`src/design/ede_pkg.sv`:
```
// ----------------------------------------------------------------------------
// Edit distance engine package
// Shared constants, operation codes, the cell-to-cell transfer type and the
// distance saturation helper.
// ----------------------------------------------------------------------------
`default_nettype none

package ede_pkg;

	// Longest string held; the cell row has one cell per byte of the second string.
	localparam int MAX_LEN = 64;

	// Width of a string length and of a row value (both lie in 0..MAX_LEN).
	localparam int LEN_W = $clog2(MAX_LEN + 1);

	// Address width of the first-string store.
	localparam int ADDR_W = (MAX_LEN > 1) ? $clog2(MAX_LEN) : 1;

	// Byte width and result width.
	localparam int SYM_W  = 8;
	localparam int DIST_W = 7;
	localparam int DIST_MAX = (1 << DIST_W) - 1;

	// Input operation codes.
	typedef enum logic [1:0] {
		OP_APPEND_FIRST  = 2'd0,
		OP_APPEND_SECOND = 2'd1,
		OP_FINISH        = 2'd2,
		OP_NONE          = 2'd3
	} op_t;

	// One transfer along the cell row: a first-string byte with the row value
	// to its left.
	typedef struct packed {
		logic             vld;
		logic             last;
		logic [SYM_W-1:0] sym;
		logic [LEN_W-1:0] val;
	} cell_flow_t;

	// Clamp a row value to the result width.
	function automatic logic [DIST_W-1:0] sat_dist(input logic [LEN_W-1:0] v);
		logic [DIST_W-1:0] r;
		if (int'(v) > DIST_MAX) begin
			r = DIST_W'(DIST_MAX);
		end else begin
			r = DIST_W'(v);
		end
		return r;
	endfunction

endpackage : ede_pkg

`default_nettype wire

```
`src/design/ede_cell.sv`:
```
// ----------------------------------------------------------------------------
// Edit distance cell
// Holds one byte of the second string and its column of the running row. Each
// first-string byte passing through updates the column and moves on.
// ----------------------------------------------------------------------------
`default_nettype none

module ede_cell
	import ede_pkg::*;
(
	input  wire logic             clk,
	input  wire logic             arst_n,
	input  wire logic             we,
	input  wire logic [SYM_W-1:0] wr_sym,
	input  wire logic             init,
	input  wire logic [LEN_W-1:0] col,
	input  wire logic             active,
	input  wire cell_flow_t       flow_in,
	output cell_flow_t            flow_out
);

	logic [SYM_W-1:0] b_q;
	logic [LEN_W-1:0] d_q;
	logic [LEN_W-1:0] diag_q;
	cell_flow_t       out_q;

	logic [LEN_W:0] up_cost;
	logic [LEN_W:0] left_cost;
	logic [LEN_W:0] diag_cost;
	logic [LEN_W:0] best;

	// Cost of deletion, insertion and substitution or match.
	always_comb begin
		up_cost   = {1'b0, d_q} + (LEN_W + 1)'(1);
		left_cost = {1'b0, flow_in.val} + (LEN_W + 1)'(1);
		diag_cost = {1'b0, diag_q} + (LEN_W + 1)'(flow_in.sym != b_q);
		best = (up_cost < left_cost) ? up_cost : left_cost;
		best = (diag_cost < best) ? diag_cost : best;
	end

	// Byte held by this cell.
	always_ff @(posedge clk) begin
		if (we) begin
			b_q <= wr_sym;
		end
	end

	// Column value, previous left value and the transfer to the next cell.
	always_ff @(posedge clk or negedge arst_n) begin
		if (!arst_n) begin
			out_q <= '0;
		end else begin
			out_q.vld  <= flow_in.vld;
			out_q.last <= flow_in.last;
			out_q.sym  <= flow_in.sym;
			if (active) begin
				out_q.val <= best[LEN_W-1:0];
			end else begin
				out_q.val <= flow_in.val;
			end
		end
	end

	always_ff @(posedge clk) begin
		if (init) begin
			d_q    <= col;
			diag_q <= col - LEN_W'(1);
		end else if (flow_in.vld) begin
			if (active) begin
				d_q <= best[LEN_W-1:0];
			end
			diag_q <= flow_in.val;
		end
	end

	assign flow_out = out_q;

endmodule : ede_cell

`default_nettype wire
```
`config.mk`:
```
export PLATFORM = sky130hd
export DESIGN_NAME = ede_cell
export DESIGN_NICKNAME = d
export VERILOG_FILES = /design/src/design/ede_pkg.sv /design/src/design/ede_cell.sv
export SDC_FILE = /design/constraint.sdc
export NUM_CORES = 1
export LEC_CHECK = 0
export ABC_AREA = 1
export ABC_CLOCK_PERIOD_IN_PS = 3500
export BUFFER_PORTS_ARGS = -buffer_cell sky130_fd_sc_hd__buf_2
export CAP_MARGIN = 20
export CORE_AREA = 3 3 95 97
export CTS_BUF_LIST = sky130_fd_sc_hd__clkbuf_8
export CTS_CLUSTER_DIAMETER = 200
export DETAILED_ROUTE_END_ITERATION = 8
export DIE_AREA = 0 0 98 100
export GPL_TIMING_DRIVEN = 0
export HOLD_SLACK_MARGIN = 0.08
export PLACE_DENSITY = 0.48
export SKIP_CTS_REPAIR_TIMING = 1
export SLEW_MARGIN = 25
export SYNTH_ARGS = -nofsm -noshare
export SYNTH_HDL_FRONTEND = slang
export SYNTH_SLANG_ARGS = --single-unit
```
`constraint.sdc`:
```
create_clock -name clk -period 3.5 [get_ports clk]
set_clock_uncertainty 0.05 [all_clocks]
set_input_delay 0.7 -clock clk [delete_from_list [all_inputs] [get_ports clk]]
set_output_delay 0.7 -clock clk [all_outputs]
set_load 0.05 [all_outputs]
```
==> impl_metrics.env <==
export IMPL_rows=33
export IMPL_max_freq_mhz=293
export IMPL_relSlewSlack_pct=35.2
export IMPL_die_x_um=98
export IMPL_yosys_top_cells_area="edfxtp_1 (27%), dfrtp_1 (17%), nand2_1 (11%)"
export IMPL_antenna_found_initial=0
export IMPL_synth_seq_cells=39
export IMPL_core_mm2=0.00822
export IMPL_powerDensity_mw_per_mm2=610
export IMPL_ys_seq_area_share_pct=44.1
export IMPL_initial_core_util_pct=30.0
export IMPL_grt_pass1_vias=2026
export IMPL_port_buffers=52
export IMPL_netlist_top_cells_count="nand2_1 (74), inv_1 (32), nand3_1 (27)"
export IMPL_synth_most_common_cell="nand2_1"
export IMPL_critPathMaxStageDelay_ns=0.34
export IMPL_drt_pass1_iter_count=4
export IMPL_crit_path_end_kind="flip-flop"
export IMPL_finalWirelength_um=6530
export IMPL_io_pins=54
export IMPL_required_ns=3.49
export IMPL_synth_nets=339
export IMPL_dr_wl_met2_um=3200
export IMPL_wire_per_inst_um=14.2
export IMPL_regArea_mm2=0.00109
export IMPL_rsz0062_at_grt="yes"
export IMPL_cts_sinks=39
export IMPL_num_vias=2143
export IMPL_power_leakage_nw=1.62
export IMPL_fillers=829
export IMPL_post_dp_cell_area_mm2=0.00294
export IMPL_multi_input_area_mm2=0.00161
export IMPL_grt_max_degree=18
export IMPL_tns_ns=0
export IMPL_drt_initial_drc_count=52
export IMPL_grt_pass1_wl_um=9860
export IMPL_synth_top_cell_by_area="edfxtp_1"
export IMPL_routed_via_density=4.66
export IMPL_drc=0
export IMPL_synth_area_per_cell_um2=8.67
export IMPL_postLayoutCellArea_mm2=0.00346
export IMPL_insertion_delay_ns=0.29
export IMPL_antennaDiodeCount=0
export IMPL_path_class="in -> reg"
export IMPL_synth_top_cell_area_share_pct=26.8
export IMPL_gp_congestion=0.848
export IMPL_nets=409
export IMPL_crit_arrival_ns=3.40
export IMPL_syn_cell_area_mm2=0.00246
export IMPL_worstHoldPathType="in -> async"
export IMPL_synthFlopType="edfxtp_1"
export IMPL_dieArea_mm2=0.00980
export IMPL_status="finished clean"
export IMPL_finalCriticalPeriod_ns=3.41
export IMPL_drive_gt1_share_pct=40.8
export IMPL_yosys_warnings=0
export IMPL_cts_root_buf="clkbuf_8"
export IMPL_totalPowerFinal_mw=2.11
export IMPL_hpwl_um=5270
export IMPL_critPathLaunchType="input port"
export IMPL_hold_violations=0
export IMPL_syn_to_final_growth_pct=40.6
export IMPL_yosysUniqueCellTypes=27
export IMPL_synth_edff_count=22
export IMPL_top_layer="met4"
export IMPL_grt_remaining_overflow=0
export IMPL_worst_slew_pin_slew_ns=0.962
export IMPL_finalSetupViolations=0
export IMPL_syn_inst=284
export IMPL_drv_slew=0
export IMPL_synthArstFlopShare_pct=43.6
export IMPL_numCtsBuffers=5
export IMPL_htreeDepth=2
export IMPL_cts_max_path_buffers=2
export IMPL_slowest_stage="ha_4"
export IMPL_cts_tree="built"
export IMPL_worstPathMaxFanout=8
export IMPL_cp_cell_sequence="buf_4 -> nand2_4 -> nor2_4 -> buf_4 -> nand4_1 -> ha_4 -> nand2_1 -> a21oi_2 -> nand2_2 -> nand2_4 -> buf_8 -> nand2_2 -> o21ai_4 -> ha_4 -> a21oi_4 -> nor2_4 -> a211oi_4 -> buf_12 -> nand3_2 -> nand3_2 -> nand2_1"
export IMPL_wl_met3_um=294
export IMPL_wirelength_met1_um=2920
export IMPL_maxCapViolCount=0
export IMPL_fin_crit_sh_pct=97.4
export IMPL_ir_drop_uv=174
export IMPL_grtUsageTotal_pct=12.9
export IMPL_postRouteAntennaNets=0
export IMPL_path_clk_slew_ns=0.08
export IMPL_die_h_um=100
-- cell type report --
type / count / share of cell area, %
tap: 105 / 3.79
sequential: 39 / 31.4
timing repair buffer: 63 / 11.2
clock inverter: 3 / 0.578
multi-input combinational: 208 / 46.5
buffer: 4 / 0.976
clock buffer: 5 / 1.99
inverter: 33 / 3.65
-- placed cells by master (no fill, tap or decap), types with 7 or more instances in the layout --
cell and instances:
dfrtp_1 17, buf_2 48, nand3_2 16, xor2_1 7
nand2_1 69, nor2_1 12, edfxtp_1 22, nand3_1 13
nand2_2 11, buf_4 13, ha_4 8, ha_1 9
o21ai_0 10, inv_1 30
-- routing by layer --
layer / global-route usage [%] / up-vias
met2: 21.7 / 49
met5: 0 / -
met3: 2.22 / 11
met1: 16.9 / 1007
li1: - / 1076
met4: 4.15 / 0
-- through the flow --
step | util (%) | worst slack [ns] | hold slack, ns | instances
4_1_cts | 36.8 | -0.463 | 0.270 | 449
3_3_place_gp | 35.8 | -0.725 | 0.599 | 441
3_5_place_dp | 35.8 | -0.741 | 0.593 | 441
2_1_floorplan | - | -0.0167 | 0.354 | 284
5_1_grt | 42.1 | -0.0648 | 0.283 | 460
6_report | 42.1 | 0.0920 | 0.262 | 460
-- state kept, by name, indices dropped and copies added (netlist names) --
register and count:
d_q 7, diag_q 7, flow_out 17, b_q 8
-- cell families after synthesis --
family | share of synthesized area, %
buffers and inverters | 6.00
AND/OR/NAND/NOR | 27.0
XOR/XNOR | 7.11
AO/OA/AOI/OAI | 6.61
adder cells (fa/ha/maj) | 9.15
flip-flops | 44.1
-- critical path: cells and delay by family --
kind,cells,cell delay (ns)
buffers and inverters,4,0.56
AO/OA/AOI/OAI,4,0.54
AND/OR/NAND/NOR,11,1.00
adder cells (fa/ha/maj),2,0.58
-- final timing paths --
path                                  start            to  slack, ns  cells past startpoint
max in group asynchronous            arst_n   flow_out[5]       2.86                      1
worst max register to register       d_q[0]        d_q[5]       0.11                     20
worst min-delay path                 arst_n   flow_out[7]       0.26                      1
worst min register to register    diag_q[4]   flow_out[4]       0.79                      5
min in group clk                flow_in[15]  flow_out[15]       0.46                      1
worst max-delay path             flow_in[1]        d_q[5]       0.09                     21
-- where the power goes --
group | switching (mW) | internal, mW | total [mW]
Combinational | 0.731 | 0.473 | 1.20
Clock | 0.158 | 0.139 | 0.296
Sequential | 0.0405 | 0.570 | 0.611
Total | 0.929 | 1.18 | 2.11
(Power assumes the default switching activity.)
