File: src/design/ede_ram.sv
// ----------------------------------------------------------------------------
// Generic simple dual-port RAM
// One write port and one read port with registered read data.
// ----------------------------------------------------------------------------
`default_nettype none

module ede_ram #(
	parameter int WIDTH = 8,
	parameter int DEPTH = 64
) (
	input  wire logic                                      clk,
	input  wire logic                                      we,
	input  wire logic [((DEPTH > 1) ? $clog2(DEPTH) : 1)-1:0] waddr,
	input  wire logic [WIDTH-1:0]                          wdata,
	input  wire logic [((DEPTH > 1) ? $clog2(DEPTH) : 1)-1:0] raddr,
	output logic      [WIDTH-1:0]                          rdata
);

	logic [WIDTH-1:0] mem_q [DEPTH];

	// Write port and registered read port.
	always_ff @(posedge clk) begin
		if (we) begin
			mem_q[waddr] <= wdata;
		end
		rdata <= mem_q[raddr];
	end

endmodule : ede_ram

`default_nettype wire

File: config.mk
export PLATFORM = sky130hd
export DESIGN_NAME = ede_ram
export DESIGN_NICKNAME = d
export VERILOG_FILES = /design/src/design/ede_ram.sv
export SDC_FILE = /design/constraint.sdc
export NUM_CORES = 1
export LEC_CHECK = 0
export ABC_AREA = 1
export BUFFER_PORTS_ARGS = -buffer_cell sky130_fd_sc_hd__buf_2
export CAP_MARGIN = 20
export CORE_MARGIN = 4
export CORE_UTILIZATION = 30
export CTS_BUF_LIST = sky130_fd_sc_hd__clkbuf_8
export DETAILED_ROUTE_END_ITERATION = 8
export GPL_ROUTABILITY_DRIVEN = 1
export PLACE_DENSITY = 0.44
export RECOVER_POWER = 25
export SLEW_MARGIN = 20
export SYNTH_ARGS = -nofsm -noshare
export SYNTH_HDL_FRONTEND = slang
export SYNTH_SLANG_ARGS = --single-unit
File: constraint.sdc
create_clock -name clk -period 2.2 [get_ports clk]
set_clock_uncertainty 0.1 [all_clocks]
set_input_delay 0.33 -clock clk [delete_from_list [all_inputs] [get_ports clk]]
set_output_delay 0.33 -clock clk [all_outputs]
set_load 0.02 [all_outputs]
==> metrics.csv, run 1 <==
metric,value,unit
vias_per_cell,4.73,
antenna_cells,0,
violations,"capacitance limit, slew limit",
synth_edf_count,512,
syn_inst,1805,
yosys_most_used_dff,edfxtp_1,
design.die.area,0.0755,sq mm
fin_nets,1962,
clk_latency,0.66,ns
cp-start-kind,flop,
syn-mean-instance-area,11.8,sq um
max_cap_viol_count,5,
drv_slew,325,
grt_max_degree,98,
leakagePower,9.04,nW
start_util,0.304,
clock-sinks,520,
routabilityCongestion,0.793,
overflow,0,
wl_per_cell,20.5,um
finalCritPeriodShare,0.777,
hold_violations,0,
antenna_found_initial,0,
cts-resized-gates,0,
hpwl,35.6,mm
io_pins,30,
period_needed,1.71,ns
drive_gt1_frac,0.130,
clockRootBuffer,clkbuf_8,
rsz0062_at_grt,no,
rows,97,
cp-end-kind,primary output,
yosys-top-cells-count,"nand2_1 (648), edfxtp_1 (512), nand3_1 (439)",
final_antenna_net_count,0,
grt.total_usage,0.160,
max_freq,0.585,GHz
cts_max_level,3,
die_x,275,um
cp_cell_sequence,buf_2,
fill_cells,6992,
worst_ep_required_time,1.77,ns
min_path_type,primary input to flop,
relSlewSlack,-0.154,
ys_top_cells_by_area,"edfxtp_1 (72%), nand2_1 (11%), nand3_1 (10%)",
cts_buffer_depth,3,
ys_async_sr_fraction,0,
arrival,1.28,ns
core_area,0.0703,sq mm
syn2layout_area_growth,15.4,%
synthMostInstantiatedCell,nand2_1,
wl,60.5,mm
cts_buffers,88,
first_pass_iters,5,
ys_seq_area_frac,0.728,
slowest_delay,0.42,ns
slowest_stage,dfxtp_1,
cts_tree,yes,
status,"finished, violations left",
cts_setup_buffers,0,
synth.top_cell.area_share,0.720,
grt_pass1_wl,90.5,mm
setup_violations,0,
crit_family,flip-flops,
total_power,20.2,mW
clk_pin_slew_worst_paths,0.06,ns
drc,0,
fp.dieH,275,um
cp_max_fo,1,
power_density,819,mW/mm^2
worstSetupPathType,flop to primary output,
synth_area_leader_cell,edfxtp_1,
yosys.cell_types.count,16,
worstMarginPinSlew,1.73,ns
post-route-util,0.350,
path_buf_inv,1,
peakVddDrop,0.000391,V
drtIter0Drc,1159,
netlist_area,0.0213,sq mm
cts_hold_buf,2,
yosys_warnings,0,
grt_pass1_vias,13900,
synth_nets,1827,
ys_seq_elements,520,
dr_total_vias,13900,
io_buffer_count,29,
## metrics by stage
step / setup TNS [ns] / setup slack (ns) / cells / cell area, sq um / hold slack, ns
4_1_cts: 0 / 0.405 / 2945 / 24700 / 0.00271
2_1_floorplan: 0 / 0.00388 / 1805 / 21300 / 0.329
3_3_place_gp: -0.0392 / -0.0392 / 2788 / 23100 / 0.648
3_5_place_dp: -0.0549 / -0.0549 / 2788 / 23100 / 0.640
5_1_grt: 0 / 0.416 / 2945 / 24600 / 0.126
6_report: 0 / 0.491 / 2945 / 24600 / 0.173
## final timing paths
| kind | startpoint | to | slack, ns | cells after the start |
|---|---|---|---|---|
| setup / recovery | rdata[4] | rdata[4] | 0.49 | 1 |
| hold reg to reg | mem_q[16][1] | rdata[1] | 0.68 | 8 |
| setup reg to reg | mem_q[14][6] | rdata[6] | 0.69 | 8 |
| hold / removal | waddr[0] | mem_q[48][0] | 0.17 | 3 |
## registers in the layout (all words and copies together) (netlist names)
signal	cells
mem_q	512
rdata	8
## power breakdown
group	switching, mW	total, mW	internal (mW)
logic	1.04	1.42	0.384
clock network	3.82	7.73	3.91
registers	0.0314	11.0	11.0
## per-layer routing
layer	track usage	routed length [um]
met5	0	0
met4	0.0396	1270
met3	0.0321	3050
met2	0.245	27200
met1	0.234	29000
## kinds of logic after synthesis
group,count (synthesis),synth area share
buffers and inverters,125,0.0402
DFF,520,0.728
and+or+nand+nor,1160,0.232
## area by class of cell
type,instances,area [sq um],share of cell area
Sequential cell,520,15500,0.631
Tap cell,940,1180,0.0478
Inverter,12,55.1,0.00224
Multi-Input combinational cell,1160,4950,0.201
Clock buffer,94,1290,0.0525
Timing Repair Buffer,158,1370,0.0554
Clock inverter,61,249,0.0101
## cells in the final DEF (no fill, tap or decap)
cell type      Yosys  routed
buf_12             0      20
buf_2             37      25
buf_4             14     103
clkbuf_1          15       2
clkbuf_2           0       5
clkbuf_8           0      95
clkinv_1           0      14
clkinv_2           0       6
clkinvlp_4         0       2
dfxtp_1            8       8
dlygate4sd3_1      0       2
edfxtp_1         512     512
inv_1             10      47
inv_2              1       1
inv_4              0       1
inv_6              1       1
inv_8              0       1
nand2_1          648     648
nand3_1          439     439
nand4_1            9       9
nor2_1            56      56
nor4_1             8       8
No activity file was read; power rests on OpenSTA's default activity.
==> run 2, diff against run 1 <==
clock period = 1.5 ns   (was 2.2 ns; I/O delays follow)
==> run 2 against run 1 <==
The flow finishes with violations (setup timing). Sequential share of layout area fell by 3.4 points. Power increased by 51%. Die area unchanged. Non-clock buffer count grew 59. Routed wire length rose by 3.2%. Final area rose by 5.8%. Sequential power rose by 47%. Utilization up 2.0 points.
==> metrics.csv, run 2 (synthesis results as in run 1) <==
metric,value,unit
post-route-util,0.371,
cp_max_fo,1,
clock-sinks,520,
setup_violations,1,
drive_gt1_frac,0.183,
die_x,275,um
relSlewSlack,0.327,
start_util,0.304,
grt_pass1_vias,14400,
first_pass_iters,6,
routabilityCongestion,0.811,
cts_buffers,92,
hold_slack,0.0804,ns
grt_max_degree,65,
dr_total_vias,14300,
rrSetupSlack,0.04,ns
core_area,0.0703,sq mm
max_cap_viol_count,0,
min_path_type,primary input to flop,
cp-start-kind,flop,
slowest_delay,0.38,ns
antenna_found_initial,0,
worst_slack,-0.00104,ns
overflow,0,
largest_register_ffs,512,
cts_buffer_depth,3,
finalCritPeriodShare,1.00,
fill_cells,6877,
top_register,mem_q,
power_density,1160,mW/mm^2
wl_per_cell,20.7,um
clockRootBuffer,clkbuf_8,
max_freq,0.666,GHz
instances_no_fill,3013,
drc,0,
dp_cells,2840,
clk_pin_slew_worst_paths,0.06,ns
rsz0062_at_grt,yes,
io_buffer_count,29,
antenna_cells,0,
worstMarginPinSlew,1.01,ns
slowest_stage,dfxtp_4,
grt_pass1_wl,93.2,mm
rows,97,
period_needed,1.50,ns
vias_per_cell,4.75,
peakVddDrop,0.000563,V
arrival,1.18,ns
cts_tree,yes,
hold_violations,0,
grt.total_usage,0.166,
violations,setup timing,
final_antenna_net_count,0,
clk_latency,0.68,ns
worst_ep_required_time,1.17,ns
status,"finished, violations left",
cp_cell_sequence,buf_6,
leakagePower,9.49,nW
layout_commonest_cell,nand2_1,
syn2layout_area_growth,22.1,%
drv_slew,0,
fp.dieH,275,um
design.die.area,0.0755,sq mm
cp-end-kind,primary output,
fin_nets,2025,
hpwl,38.6,mm
cts_setup_buffers,0,
path_buf_inv,1,
io_pins,30,
final_cell_mix,"nand2_1 (648), edfxtp_1 (512), nand3_1 (428)",
crit_family,flip-flops,
total_power,30.3,mW
drtIter0Drc,1148,
wl,62.5,mm
worstSetupPathType,flop to primary output,
top_regs,"mem_q (512), rdata (8)",
cts_max_level,3,
-- run 2: cell count changes in the layout (fill, tap and decap cells not counted), moves of 8 or more --
cell and delta:
buf_6 +8, buf_4 +11, nand3_2 +11, nor4_1 -8
nor2_2 +8, clkinv_1 +12, inv_1 -9, nor2_1 -34
nor2_4 +26, buf_12 +38, nand3_1 -11, dfxtp_1 -8
-- run 2: final timing paths --
path                     start        to  cells past startpoint
hold reg to reg    mem_q[0][7]  rdata[7]                      8
hold / removal        raddr[3]  rdata[4]                      6
setup reg to reg  mem_q[59][0]  rdata[0]                      8
setup / recovery      rdata[7]  rdata[7]                      1
-- run 2: cell type report --
cell class,instances,area [sq um],share of cell area
well taps,940,1180,0.0451
clock inverters,70,322,0.0123
clock buffers,94,1290,0.0496
repair buffers,217,2360,0.0904
flip-flops and latches,520,15600,0.597
multi-input cells,1160,5280,0.203
inverters,12,73.8,0.00283
-- run 2: metrics by stage --
stage          worst slack (ns)  setup TNS (ns)  area [sq um]
2_1_floorplan            -0.378         -119.53         21700
3_3_place_gp             -0.424          -74.77         24300
3_5_place_dp             -0.428          -78.64         24300
4_1_cts                 -0.0616          -0.254         26100
6_report               -0.00104        -0.00104         26100
5_1_grt                 -0.0558          -0.972         26100
-- run 2: where the power goes --
part / total (mW) / leakage, nW / switching [mW] / internal (mW)
sequential: 16.2 / 4.68 / 0.0595 / 16.1
combinational: 2.42 / 3.89 / 1.62 / 0.801
clock: 11.8 / 0.928 / 5.80 / 5.96
-- run 2: per-layer routing --
layer	global-route usage	routed length (um)	up-vias
met3	0.0305	2870	98
met2	0.270	29600	334
li1	-	-	6777
met4	0.0454	1430	0
met5	0	0	-
met1	0.228	28600	7096
-- run 2: timing repair --
| item | 4_1_cts | 5_1_grt |
|---|---|---|
| setup endpoints to repair | 9 | 14 |
| hold buffers | 9 | 0 |
| endpoints found under the hold margin | 483 | 0 |
| pin swaps | 0 | 1 |
| gates resized for setup | 28 | 8 |
-- run 2: worst reg2reg max path: cells and delay by family (launching register included) --
family	cells	cell delay, ns
and+or+nand+nor	8	0.87
DFF	1	0.36
==> run 3, diff against run 2 <==
CORE_UTILIZATION = 35   (was 30)
PLACE_DENSITY = 0.5   (was 0.44)
==> run 3 against run 2 <==
The run still ends with setup timing left. Clock power decreased by 3%. Global-route usage up 1.5 points. Critical path depth unchanged. Combinational power shrank 3%. Sequential share of layout area up 1.2 points. Via count down 0.90%. Critical path type unchanged. Critical endpoint is now rdata[4].
==> metrics.csv, run 3 (synthesis results as in run 1) <==
metric,value,unit
antenna_found_initial,3,
slowest_delay,0.39,ns
largest_register_ffs,512,
worstSetupPathType,flop to primary output,
fin_nets,2006,
clock-sinks,520,
hold_violations,0,
instances_no_fill,2833,
die_x,255,um
grt.total_usage,0.181,
crit_family,flip-flops,
leakagePower,9.37,nW
worstMarginPinSlew,0.971,ns
cts_buffers,88,
period_needed,1.52,ns
max_cap_viol_count,0,
grt_max_degree,65,
syn2layout_area_growth,19.7,%
rows,90,
setup_violations,1,
routabilityCongestion,0.803,
arrival,1.19,ns
worst_ep_required_time,1.17,ns
relSlewSlack,0.353,
vias_per_cell,5.00,
worst_slack,-0.0191,ns
wl_per_cell,20.6,um
first_pass_iters,5,
max_freq,0.658,GHz
cp-end-kind,primary output,
grt_pass1_vias,14300,
cts_buffer_depth,3,
top_register,mem_q,
wl,58.4,mm
final_antenna_net_count,0,
hold_slack,0.159,ns
fp.dieH,255,um
cp_max_fo,1,
finalCritPeriodShare,1.01,
cts_setup_buffers,0,
dr_total_vias,14200,
cts_max_level,3,
violations,setup timing,
min_path_type,primary input to flop,
final_cell_mix,"nand2_1 (648), edfxtp_1 (512), nand3_1 (431)",
io_buffer_count,29,
drc,0,
start_util,0.354,
power_density,1170,mW/mm^2
io_pins,30,
clk_latency,0.69,ns
path_buf_inv,1,
cts_tree,yes,
hpwl,35.9,mm
cp_cell_sequence,buf_6,
design.die.area,0.0650,sq mm
status,"finished, violations left",
clockRootBuffer,clkbuf_8,
clk_pin_slew_worst_paths,0.06,ns
slowest_stage,dfxtp_4,
grt_pass1_wl,88.0,mm
top_regs,"mem_q (512), rdata (8)",
drive_gt1_frac,0.174,
drv_slew,0,
cp-start-kind,flop,
dp_cells,2665,
drtIter0Drc,1272,
core_area,0.0604,sq mm
rsz0062_at_grt,yes,
placed_cell_area,0.0239,sq mm
peakVddDrop,0.000752,V
layout_commonest_cell,nand2_1,
final_cell_area,0.0255,sq mm
overflow,0,
[run 3: cell count changes in the layout (fill, tap and decap cells not counted), sizes merged]
cell,previous run,this run
buf,198,171
bufinv,1,0
clkinv,31,24
inv,44,47
clkbuf,104,113
dlygate4sd3,9,11
clkinvlp,6,2
diode,0,3
[run 3: final timing paths]
| kind | slack (ns) | cells after the start | startpoint | endpoint |
|---|---|---|---|---|
| hold reg to reg | 0.71 | 8 | mem_q[56][0] | rdata[0] |
| setup / recovery | -0.02 | 1 | rdata[4] | rdata[4] |
| hold / removal | 0.16 | 4 | waddr[2] | mem_q[48][3] |
| setup reg to reg | 0.08 | 8 | mem_q[15][1] | rdata[1] |
[run 3: timing repair]
action                                  in CTS  in global routing
hold buffers                                11                  0
hold endpoints to repair                   463                  0
endpoints found under the setup margin       8                 14
gates resized for setup                     25                  8
[run 3: metrics by stage]
step | setup TNS [ns] | power, mW | utilization | setup slack [ns]
3_5_place_dp | -58.82 | 18.8 | 0.397 | -0.480
3_3_place_gp | -55.09 | 18.8 | 0.397 | -0.477
2_1_floorplan | -119.53 | 17.7 | - | -0.378
5_1_grt | -0.757 | 31.1 | 0.423 | -0.0924
4_1_cts | -0.386 | 30.3 | 0.425 | -0.0915
6_report | -0.0191 | 29.9 | 0.423 | -0.0191
[run 3: cell type report]
type | instances | area, sq um
Inverter | 12 | 71.3
Clock inverter | 61 | 273
Tap cell | 782 | 978
Clock buffer | 93 | 1280
Sequential cell | 520 | 15600
Multi-Input combinational cell | 1160 | 5260
Fill cell | 5708 | 34800
Timing Repair Buffer | 202 | 2110
Antenna cell | 3 | 7.51
[run 3: report_power, final]
| group | leakage [nW] | switching (mW) | internal, mW |
|---|---|---|---|
| sequential | 4.68 | 0.0583 | 16.1 |
| combinational | 3.77 | 1.58 | 0.778 |
| clock | 0.925 | 5.67 | 5.72 |
| total | 9.37 | 7.30 | 22.6 |
[run 3: metal layers]
layer	up-vias	track usage	share of wire
met5	-	0	0
met4	0	0.0510	0.021
met3	95	0.0386	0.061
met2	405	0.282	0.46
met1	6928	0.258	0.46
li1	6748	-	-
